$ cat src/rtl/core/sped_pkg.sv
// Package with types and constants of the sparse polynomial evaluate and derive unit.
package sped_pkg;

    localparam int COEF_W  = 16;
    localparam int X_W     = 16;
    localparam int DEG_W   = 5;
    localparam int ACC_W   = 64;
    localparam int HALF_W  = ACC_W / 2;
    localparam int PROD_W  = HALF_W + X_W;
    localparam int FULL_W  = ACC_W + X_W;
    localparam int DCOEF_W = 21;

    localparam logic [ACC_W-1:0] SMAX = 64'h7FFF_FFFF_FFFF_FFFF;
    localparam logic [ACC_W-1:0] SMIN = 64'h8000_0000_0000_0000;
    localparam logic [ACC_W-1:0] CAP1 = 64'h8000_0000_0000_0001;

    localparam logic MODE_EVAL   = 1'b0;
    localparam logic MODE_DERIVE = 1'b1;

    typedef enum logic [2:0] {
        S_IDLE,
        S_MUL_LO,
        S_MUL_HI,
        S_TERM,
        S_FIN
    } t_state;

endpackage

$ cat src/rtl/core/sparse_polynomial_eval_derive_unit.sv
// Sparse polynomial evaluate and derive unit with one shared 32x16 multiplier.
//
//  Channel   Direction  Handshake                  Word
//  input     in         i_in_valid / o_in_ready    coef, degree, point x, last mark
//  output    out        o_out_valid / i_out_ready  value, overflow, derived term, flags
//  config    in         i_cfg_we                   mode bit
//
// An evaluate word runs the power loop, which drives the shared multiplier over the low and
// the high half of the running product once per degree, then the term and final steps.
// A derive word goes straight to the final step. Reset is synchronous and clears the mode, the
// accumulator and the flags. A stalled output holds the unit in its final step.
module sparse_polynomial_eval_derive_unit
    import sped_pkg::*;
(
    input  logic                      i_clk,
    input  logic                      i_rst_n,
    input  logic                      i_cfg_we,
    input  logic                      i_cfg_data,
    input  logic                      i_in_valid,
    output logic                      o_in_ready,
    input  logic signed [COEF_W-1:0]  i_term_coef,
    input  logic [DEG_W-1:0]          i_term_degree,
    input  logic signed [X_W-1:0]     i_point_x,
    input  logic                      i_term_last,
    output logic                      o_out_valid,
    input  logic                      i_out_ready,
    output logic signed [ACC_W-1:0]   o_poly_value,
    output logic                      o_value_overflow,
    output logic signed [DCOEF_W-1:0] o_deriv_coef,
    output logic [DEG_W-1:0]          o_deriv_degree,
    output logic                      o_zero_poly,
    output logic                      o_result_last
);

    t_state r_state;
    t_state n_state;

    logic               r_mode;
    logic               r_derive;
    logic               r_cneg;
    logic               r_xneg;
    logic [COEF_W-1:0]  r_cmag;
    logic [X_W-1:0]     r_xmag;
    logic [DEG_W-1:0]   r_deg;
    logic [DEG_W-1:0]   r_cnt;
    logic               r_last;
    logic [ACC_W-1:0]   r_tmag;
    logic [PROD_W-1:0]  r_plo;
    logic [ACC_W-1:0]   r_term;
    logic [ACC_W-1:0]   r_acc;
    logic               r_ovf;
    logic               r_any;

    logic               accept;
    logic               fin_go;
    logic               emit;
    logic               out_busy;

    logic [HALF_W-1:0]  mul_a;
    logic [PROD_W-1:0]  mul_p;
    logic [FULL_W-1:0]  full_p;
    logic [ACC_W-1:0]   sat_p;

    logic               tneg;
    logic               pos_sat;
    logic               neg_sat;
    logic [ACC_W-1:0]   term_val;
    logic               term_ovf;

    logic [ACC_W-1:0]   add_s;
    logic               add_ovf;
    logic [ACC_W-1:0]   sum_val;

    logic [DCOEF_W-1:0] dmag;
    logic [DCOEF_W-1:0] dcoef;

    assign accept   = i_in_valid && o_in_ready;
    assign out_busy = o_out_valid && !i_out_ready;

    // Shared multiplier: low half in S_MUL_LO, high half in the next cycle in S_MUL_HI.
    assign mul_a  = (r_state == S_MUL_HI) ? r_tmag[ACC_W-1:HALF_W] : r_tmag[HALF_W-1:0];
    assign mul_p  = {{X_W{1'b0}}, mul_a} * {{HALF_W{1'b0}}, r_xmag};
    assign full_p = {mul_p, {HALF_W{1'b0}}} + {{(FULL_W-PROD_W){1'b0}}, r_plo};
    assign sat_p  = (full_p > {{X_W{1'b0}}, CAP1}) ? CAP1 : full_p[ACC_W-1:0];

    assign tneg    = r_cneg ^ (r_xneg & r_deg[0]);
    assign pos_sat = r_tmag > SMAX;
    assign neg_sat = r_tmag > SMIN;

    always_comb begin
        term_val = '0;
        term_ovf = 1'b0;
        if (r_tmag != '0) begin
            if (!tneg) begin
                term_val = pos_sat ? SMAX : r_tmag;
                term_ovf = pos_sat;
            end else begin
                term_val = neg_sat ? SMIN : (~r_tmag + 1'b1);
                term_ovf = neg_sat;
            end
        end
    end

    assign add_s   = r_acc + r_term;
    assign add_ovf = (r_acc[ACC_W-1] == r_term[ACC_W-1]) &&
                     (add_s[ACC_W-1] != r_acc[ACC_W-1]);
    assign sum_val = add_ovf ? (r_acc[ACC_W-1] ? SMIN : SMAX) : add_s;

    assign dmag  = {{(DCOEF_W-COEF_W){1'b0}}, r_cmag} * {{(DCOEF_W-DEG_W){1'b0}}, r_deg};
    assign dcoef = r_cneg ? (~dmag + 1'b1) : dmag;

    always_comb begin
        n_state = r_state;
        unique case (r_state)
            S_IDLE: begin
                if (accept) begin
                    if (r_mode == MODE_DERIVE) begin
                        n_state = S_FIN;
                    end else if (i_term_degree == '0) begin
                        n_state = S_TERM;
                    end else begin
                        n_state = S_MUL_LO;
                    end
                end
            end
            S_MUL_LO: n_state = S_MUL_HI;
            S_MUL_HI: n_state = (r_cnt == DEG_W'(1)) ? S_TERM : S_MUL_LO;
            S_TERM:   n_state = S_FIN;
            S_FIN:    n_state = fin_go ? S_IDLE : S_FIN;
            default:  n_state = S_IDLE;
        endcase
    end

    always_comb begin
        o_in_ready = (r_state == S_IDLE);
        if (r_derive == MODE_DERIVE) begin
            emit = (r_deg != '0) || (r_last && !r_any);
        end else begin
            emit = r_last;
        end
        fin_go = (r_state == S_FIN) && (!emit || !out_busy);
    end

    always_ff @(posedge i_clk) begin
        if (!i_rst_n) begin
            r_state <= S_IDLE;
        end else begin
            r_state <= n_state;
        end
    end

    always_ff @(posedge i_clk) begin
        if (!i_rst_n) begin
            r_mode <= MODE_EVAL;
        end else if (i_cfg_we) begin
            r_mode <= i_cfg_data;
        end
    end

    always_ff @(posedge i_clk) begin
        if (accept) begin
            r_derive <= r_mode;
            r_cneg   <= i_term_coef[COEF_W-1];
            r_cmag   <= i_term_coef[COEF_W-1] ? (~i_term_coef + 1'b1) : i_term_coef;
            r_xneg   <= i_point_x[X_W-1];
            r_xmag   <= i_point_x[X_W-1] ? (~i_point_x + 1'b1) : i_point_x;
            r_deg    <= i_term_degree;
            r_cnt    <= i_term_degree;
            r_last   <= i_term_last;
            r_tmag   <= {{(ACC_W-COEF_W){1'b0}},
                         (i_term_coef[COEF_W-1] ? (~i_term_coef + 1'b1) : i_term_coef)};
        end else if (r_state == S_MUL_LO) begin
            r_plo <= mul_p;
        end else if (r_state == S_MUL_HI) begin
            r_tmag <= sat_p;
            r_cnt  <= r_cnt - 1'b1;
        end else if (r_state == S_TERM) begin
            r_term <= term_val;
        end
    end

    always_ff @(posedge i_clk) begin
        if (!i_rst_n) begin
            r_acc <= '0;
            r_ovf <= 1'b0;
            r_any <= 1'b0;
        end else if (r_state == S_TERM) begin
            r_ovf <= r_ovf | term_ovf;
        end else if (fin_go) begin
            if (r_last) begin
                r_acc <= '0;
                r_ovf <= 1'b0;
                r_any <= 1'b0;
            end else if (r_derive == MODE_DERIVE) begin
                if (r_deg != '0) begin
                    r_any <= 1'b1;
                end
            end else begin
                r_acc <= sum_val;
                r_ovf <= r_ovf | add_ovf;
            end
        end
    end

    always_ff @(posedge i_clk) begin
        if (!i_rst_n) begin
            o_out_valid <= 1'b0;
        end else if (fin_go && emit) begin
            o_out_valid <= 1'b1;
        end else if (i_out_ready) begin
            o_out_valid <= 1'b0;
        end
    end

    always_ff @(posedge i_clk) begin
        if (fin_go && emit) begin
            o_result_last <= r_last;
            if (r_derive == MODE_DERIVE) begin
                o_poly_value     <= '0;
                o_value_overflow <= 1'b0;
                if (r_deg != '0) begin
                    o_deriv_coef   <= dcoef;
                    o_deriv_degree <= r_deg - 1'b1;
                    o_zero_poly    <= 1'b0;
                end else begin
                    o_deriv_coef   <= '0;
                    o_deriv_degree <= '0;
                    o_zero_poly    <= 1'b1;
                end
            end else begin
                o_poly_value     <= sum_val;
                o_value_overflow <= r_ovf | add_ovf;
                o_deriv_coef     <= '0;
                o_deriv_degree   <= '0;
                o_zero_poly      <= 1'b0;
            end
        end
    end

endmodule

$ cat config.mk
export PLATFORM = sky130hd
export DESIGN_NAME = sparse_polynomial_eval_derive_unit
export DESIGN_NICKNAME = d
export VERILOG_FILES = /design/src/rtl/core/sped_pkg.sv /design/src/rtl/core/sparse_polynomial_eval_derive_unit.sv
export SDC_FILE = /design/constraint.sdc
export NUM_CORES = 2
export LEC_CHECK = 0
export ABC_CLOCK_PERIOD_IN_PS = 12400
export BUFFER_PORTS_ARGS = -buffer_cell sky130_fd_sc_hd__buf_2
export CAP_MARGIN = 40
export CELL_PAD_IN_SITES_DETAIL_PLACEMENT = 1
export CELL_PAD_IN_SITES_GLOBAL_PLACEMENT = 2
export CORE_MARGIN = 4
export CORE_UTILIZATION = 41
export CTS_CLUSTER_DIAMETER = 120
export DETAILED_ROUTE_END_ITERATION = 10
export GPL_TIMING_DRIVEN = 1
export PLACE_DENSITY_LB_ADDON = 0.1
export SLEW_MARGIN = 20
export SYNTH_ARGS = -nofsm -noshare
export SYNTH_HDL_FRONTEND = slang
export SYNTH_SLANG_ARGS = --single-unit
export TNS_END_PERCENT = 20
$ cat constraint.sdc
create_clock -name i_clk -period 12.4 [get_ports i_clk]
set_input_delay 1.24 -clock i_clk [delete_from_list [all_inputs] [get_ports i_clk]]
set_output_delay 1.24 -clock i_clk [all_outputs]
set_load 0.02 [all_outputs]
Word-level counts from Yosys, hierarchy flattened

Index checks and enable logic that the tools add are counted.

Register bits: 386
Output and inout bits: 95
Word-level logic and storage cells: 127

$add $sub $neg: 8
Multiply operators: 2
$lt $le $gt $ge: 3
Eq/ne operators: 11
Muxes and demuxes: 37
Bitwise logic cells: 12
Reductions and logical operators: 29

Operator list:

| operator                                                               | number |
|---|---|
| 64-bit two-way mux                                                     | 8 |
| 80-bit by 48-bit adder with 80-bit output                              | 1 |
| 80-bit by 64-bit > comparator with 1-bit output, second input constant | 1 |
| 64-bit by 1-bit adder with 64-bit output, second input constant        | 1 |
| 64-bit adder                                                           | 1 |
| 64-bit by 63-bit > comparator with 1-bit output, second input constant | 1 |
| 64-bit > comparator, second input constant                             | 1 |
| 16-bit two-way mux                                                     | 4 |
| 64-bit NOT                                                             | 1 |
| 64-bit nonzero test                                                    | 1 |
| 32-bit by 16-bit multiplier with 48-bit output                         | 1 |
| 16-bit by 1-bit adder with 16-bit output, second input constant        | 2 |
| 32-bit two-way mux                                                     | 1 |
| 16-bit NOT                                                             | 2 |
| 21-bit by 1-bit adder with 21-bit output, second input constant        | 1 |
| 16-bit by 5-bit multiplier with 21-bit output                          | 1 |
| 21-bit two-way mux                                                     | 1 |
| 21-bit NOT                                                             | 1 |
| 15-bit two-way mux                                                     | 1 |
| 5-bit two-way mux                                                      | 3 |
| 3-bit case mux with 5 select lines                                     | 1 |
| 1-bit two-way mux                                                      | 13 |
| 2-bit AND reduction                                                    | 5 |
| 2-bit nonzero test                                                     | 5 |
| 24 further kinds                                                       | 44 |

Depth between registers and ports, before layout

Depth in word-level cells: 9
Mapped depth: 44
Depth with buffers taken out: 37

Worst setup path after synthesis

Ideal clock, no wire load.

Kind: register to register
From: reg r_state[1]
To: reg r_tmag[0] (data pin)
Arrival: 8.900 ns
Data required time: 12.070 ns
Setup slack: 3.170 ns
Stages on the path, launching flop included: 34
Buffers on the path: 4
Cell sequence: dfxtp_1 -> clkbuf_1 -> and2_1 -> clkbuf_1 -> clkbuf_1 -> nand2_1 -> o21ai_0 -> clkbuf_1 -> nand2_1 -> fa_1 -> inv_1 -> fa_1 -> inv_1 -> fa_1 -> inv_1 -> fa_1 -> fa_1 -> inv_1 -> fa_1 -> inv_1 -> ha_1 -> and2_1 -> o31ai_1 -> or4b_1 -> a211oi_1 -> a21oi_2 -> a221o_1 -> xor2_2 -> o211ai_1 -> or3_1 -> a211o_1 -> a211oi_2 -> nand2_1 -> a2bb2oi_1

Word-level cells in the longest chain between the ends: 9
Elaborated cells on any way between the ends: 11
Classes of those cells: add/sub (1); mul (1); order compare (1); eq/ne (1); mux (5); reduce/logical (2)

Ends and longest elaborated chain:

| what                                            | RTL line                                  | RTL |
|---|---|---|
| start, declared                                 | sparse_polynomial_eval_derive_unit.sv:35  | `t_state r_state;` |
| start signal, assigned                          | sparse_polynomial_eval_derive_unit.sv:148 | `r_state <= n_state;` |
| 3-bit by 2-bit equality test with 1-bit output  | sparse_polynomial_eval_derive_unit.sv:81  | `assign mul_a = (r_state == S_MUL_HI) ? r_tmag[ACC_W-1:HALF_W] : r_tmag[HALF_W-1:0];` |
| 32-bit two-way mux                              | sparse_polynomial_eval_derive_unit.sv:81  |  |
| 32-bit by 16-bit multiplier with 48-bit output  | sparse_polynomial_eval_derive_unit.sv:82  | `assign mul_p = {{X_W{1'b0}}, mul_a} * {{HALF_W{1'b0}}, r_xmag};` |
| net mul_p[43]                                   | sparse_polynomial_eval_derive_unit.sv:60  | `logic [PROD_W-1:0] mul_p;` |
| 80-bit by 48-bit adder with 80-bit output       | sparse_polynomial_eval_derive_unit.sv:83  | `assign full_p = {mul_p, {HALF_W{1'b0}}} + {{(FULL_W-PROD_W){1'b0}}, r_plo};` |
| 80-bit by 64-bit > comparator with 1-bit output | sparse_polynomial_eval_derive_unit.sv:84  | `assign sat_p = (full_p > {{X_W{1'b0}}, CAP1}) ? CAP1 : full_p[ACC_W-1:0];` |
| 64-bit two-way mux                              | sparse_polynomial_eval_derive_unit.sv:84  |  |
| 16-bit two-way mux                              | sparse_polynomial_eval_derive_unit.sv:174 | `end else if (r_state == S_MUL_HI) begin` |
| 16-bit two-way mux                              | sparse_polynomial_eval_derive_unit.sv:172 | `end else if (r_state == S_MUL_LO) begin` |
| 16-bit two-way mux                              | sparse_polynomial_eval_derive_unit.sv:161 | `if (accept) begin` |
| end signal, assigned                            | sparse_polynomial_eval_derive_unit.sv:170 | `r_tmag <= {{(ACC_W-COEF_W){1'b0}},` |
| end signal, assigned                            | sparse_polynomial_eval_derive_unit.sv:175 | `r_tmag <= sat_p;` |
| end, declared                                   | sparse_polynomial_eval_derive_unit.sv:47  | `logic [ACC_W-1:0] r_tmag;` |

The timed path passes the listed nets, and every way through them passes these cells. The select of a mux whose other input is x is not followed.
A chain may end at the register's enable or synchronous reset.

Final worst setup path

From: reg r_state[2]
To: reg r_tmag[6] (data pin)

Same word-level chain as after synthesis.

==> impl_results.md <==
- Status: finished, final reports clean
- Slowest cell on crit path: and2_1
- Antenna fix cells: 0
- Die area: 107000 um^2
- Detailed-route DRC error count: 0
- Worst EP required: 12820 ps
- Mapped Avg Cell Area: 8.78 um^2
- Vias: 33910
- Rel. slew slack: 0.397
- Cell count after synthesis: 4731
- Setup Slack @ Placement: 1100 ps
- Max frequency: 0.0881 GHz
- Hold path endpoint: r_acc[0]
- Root Driver: clkbuf_16
- Routability cong.: 0.898
- Setup violations, final: 0
- Die width: 326 um
- Layout cells sized above 1: 0.0765
- Estimated wirelength of the detail-placed design: 110000 um
- Fin. max-slew vios: 0
- Boundary Pins: 139
- Total GRT Usage: 0.260
- Most frequent CP cell: fa_1
- Drt first pass iters: 5
- Final Hold Viols: 0
- Resized cells post-CTS: 0
- Buffer count from post-CTS setup fixing: 0
- Clk buf depth: 3
- YS warnings: 0
- CTS Buf Count: 47
- Final worst slack: 1050 ps
- Post-DRT Antenna Nets: 0
- P&R area growth vs syn: 9.01%
- Setup TNS: 0 ps
- CTS clk-pin slew, worst paths: 60 ps
- GR Overflow Total: 0
- Reg2Reg Depth: 33
- Crit path time final: 11350 ps
- Period utilization: 0.916
- Min-delay src: r_acc[0]
- Antenna violations before repair: 3
- Synthesized area: 41600 um^2
- Largest stage delay, worst path: 570 ps
- Clock Latency Late Sink: 630 ps
- CTS Sinks: 386
- H-tree depth: 2
- Ys flop type: edfxtp_1
- Core ar.: 100000 um^2
- Die Ht: 326 um
- Flop2flop setup slack: 1050 ps
- Final wirelength: 139000 um
- Ys async rst share: 0
- Setup crit end kind: register
- WS Path Type: register to register
- Initial Util: 0.414
- Hold_buf cts: 0
- First-pass GRT wire length: 216000 um
- Iteration-0 DRC Markers: 1985
- RSZ-0062 raised after global routing: false
- Vias/cell: 5.51
- Vias in the first global route: 35836
- CTS tree: done
- FP Rows: 116
- Worst r2r dst: r_tmag[6]
- Post-layout util: 0.452
- Maximum fanout along the worst path: 20
- Worst-margin pin slew: 892 ps
- Sequential area share after synthesis: 0.250
- Yosys reg bits: 386
- CP startpoint kind: register
- Largest net degree at the start of global routing: 79
- Max Cap Violations: 0
- WL/cell: 22.5 um
- Number of synthesized flops with an enable pin: 267
- Worst Hold Depth: 2
- Worst clock skew: 31.4 ps
- HP Class: register to register
- Syn nets: 5472
- Fin nets: 5498
- Buffers on Ports: 138
- R2R Path Start: r_state[2]
- Worst path arrival time: 11770 ps
- Synth cell types: 99
-- worst max-delay path, delay by kind of cell, from the launching register on --
kind | cells | cell delay, ps
xor+xnor | 1 | 150
fa+ha+maj | 8 | 4020
simple gates | 13 | 3920
flops | 1 | 380
compound gates | 5 | 1960
buf+inv | 6 | 690
-- cell families after synthesis --
group / Yosys count / share of synthesized area
AOI/OAI and AO/OA: 900 / 0.141
buffers and inverters: 822 / 0.0755
muxes: 14 / 0.00346
xor gates and xnor gates: 179 / 0.0381
adders and majority gates: 698 / 0.294
DFF: 386 / 0.250
and+or+nand+nor: 1732 / 0.198
-- synth_stat cells, drive strengths merged (74+ instances only) --
library cell    n  area, um^2
inv           584        2190
o21ai         207        1040
ha            235        2940
xnor2         116        1020
and2          234        1460
a21oi         278        1400
clkbuf        200         751
fa            462        9250
dfxtp         119        2380
edfxtp        267        8020
nand2         677        2540
nor2          385        1460
nand3          74         370
-- area by class of cell --
type                    count  area, um^2
clock buffers              63        1290
clock inverters            25         235
fillers                 11718       55000
inverters                 584        2190
multi-input cells        3523       28100
flip-flops and latches    386       10400
well taps                1357        1700
repair buffers            215        1380
-- per-stage QoR --
| stage | std cells | hold WS (ps) | area (um^2) |
|---|---|---|---|
| floorplan | 4731 | 436 | 41600 |
| detailed placement | 6061 | 454 | 43700 |
| finish | 6153 | 463 | 45300 |
| global route | 6153 | 480 | 45300 |
| CTS | 6149 | 454 | 45200 |
| global placement | 6052 | 448 | 43600 |
-- state kept, by name (all words and copies together) (netlist names) --
name	cells
o_deriv_coef	21
r_cnt	5
r_xmag	16
r_term	64
o_deriv_degree	5
r_ovf	1
r_deg	5
o_zero_poly	1
o_poly_value	64
o_result_last	1
r_acc	64
r_last	1
o_out_valid	1
r_derive	1
r_xneg	1
r_cneg	1
r_plo	48
r_any	1
r_state	3
r_tmag	64
r_cmag	16
r_mode	1
o_value_overflow	1
-- placed cells by master (no fill, tap or decap), types with 45 or more instances in the layout --
master,netlist,layout
nand2_1,676,676
inv_1,580,578
fa_1,462,462
nor2_1,383,380
a21oi_1,277,276
edfxtp_1,267,267
ha_1,235,235
and2_1,234,234
o21ai_0,173,166
buf_2,29,140
dfxtp_1,119,119
xnor2_1,115,114
nand3_1,74,74
a21o_1,69,68
nor3_1,68,68
buf_4,2,66
xor2_1,62,61
a2bb2oi_1,50,50
clkbuf_16,0,48
or3_1,47,47
nand4_1,45,45
-- metal layers --
| metal | up-vias | wire length, um | share of wire | global-route usage |
|---|---|---|---|---|
| li1 | 15838 | - | - | - |
| met1 | 17206 | 59900 | 0.43 | 0.337 |
| met2 | 651 | 67800 | 0.49 | 0.451 |
| met3 | 213 | 6250 | 0.045 | 0.0356 |
| met4 | 2 | 4700 | 0.034 | 0.0781 |
| met5 | - | 11 | 0.000079 | 0 |
-- worst max path at each step --
stage | from | end | cells past startpoint
after floorplan | r_state[1] | r_tmag[0] | 33
after global placement | r_state[2] | r_tmag[0] | 34
after detailed placement | r_state[2] | r_tmag[0] | 33
after CTS | r_state[2] | r_tmag[0] | 33
after global routing | r_state[2] | r_tmag[12] | 33
final | r_state[2] | r_tmag[6] | 33
Power is left out: the tool's default activity adds up to more than one toggle a clock period on the data nets, which glitch-free logic cannot reach.
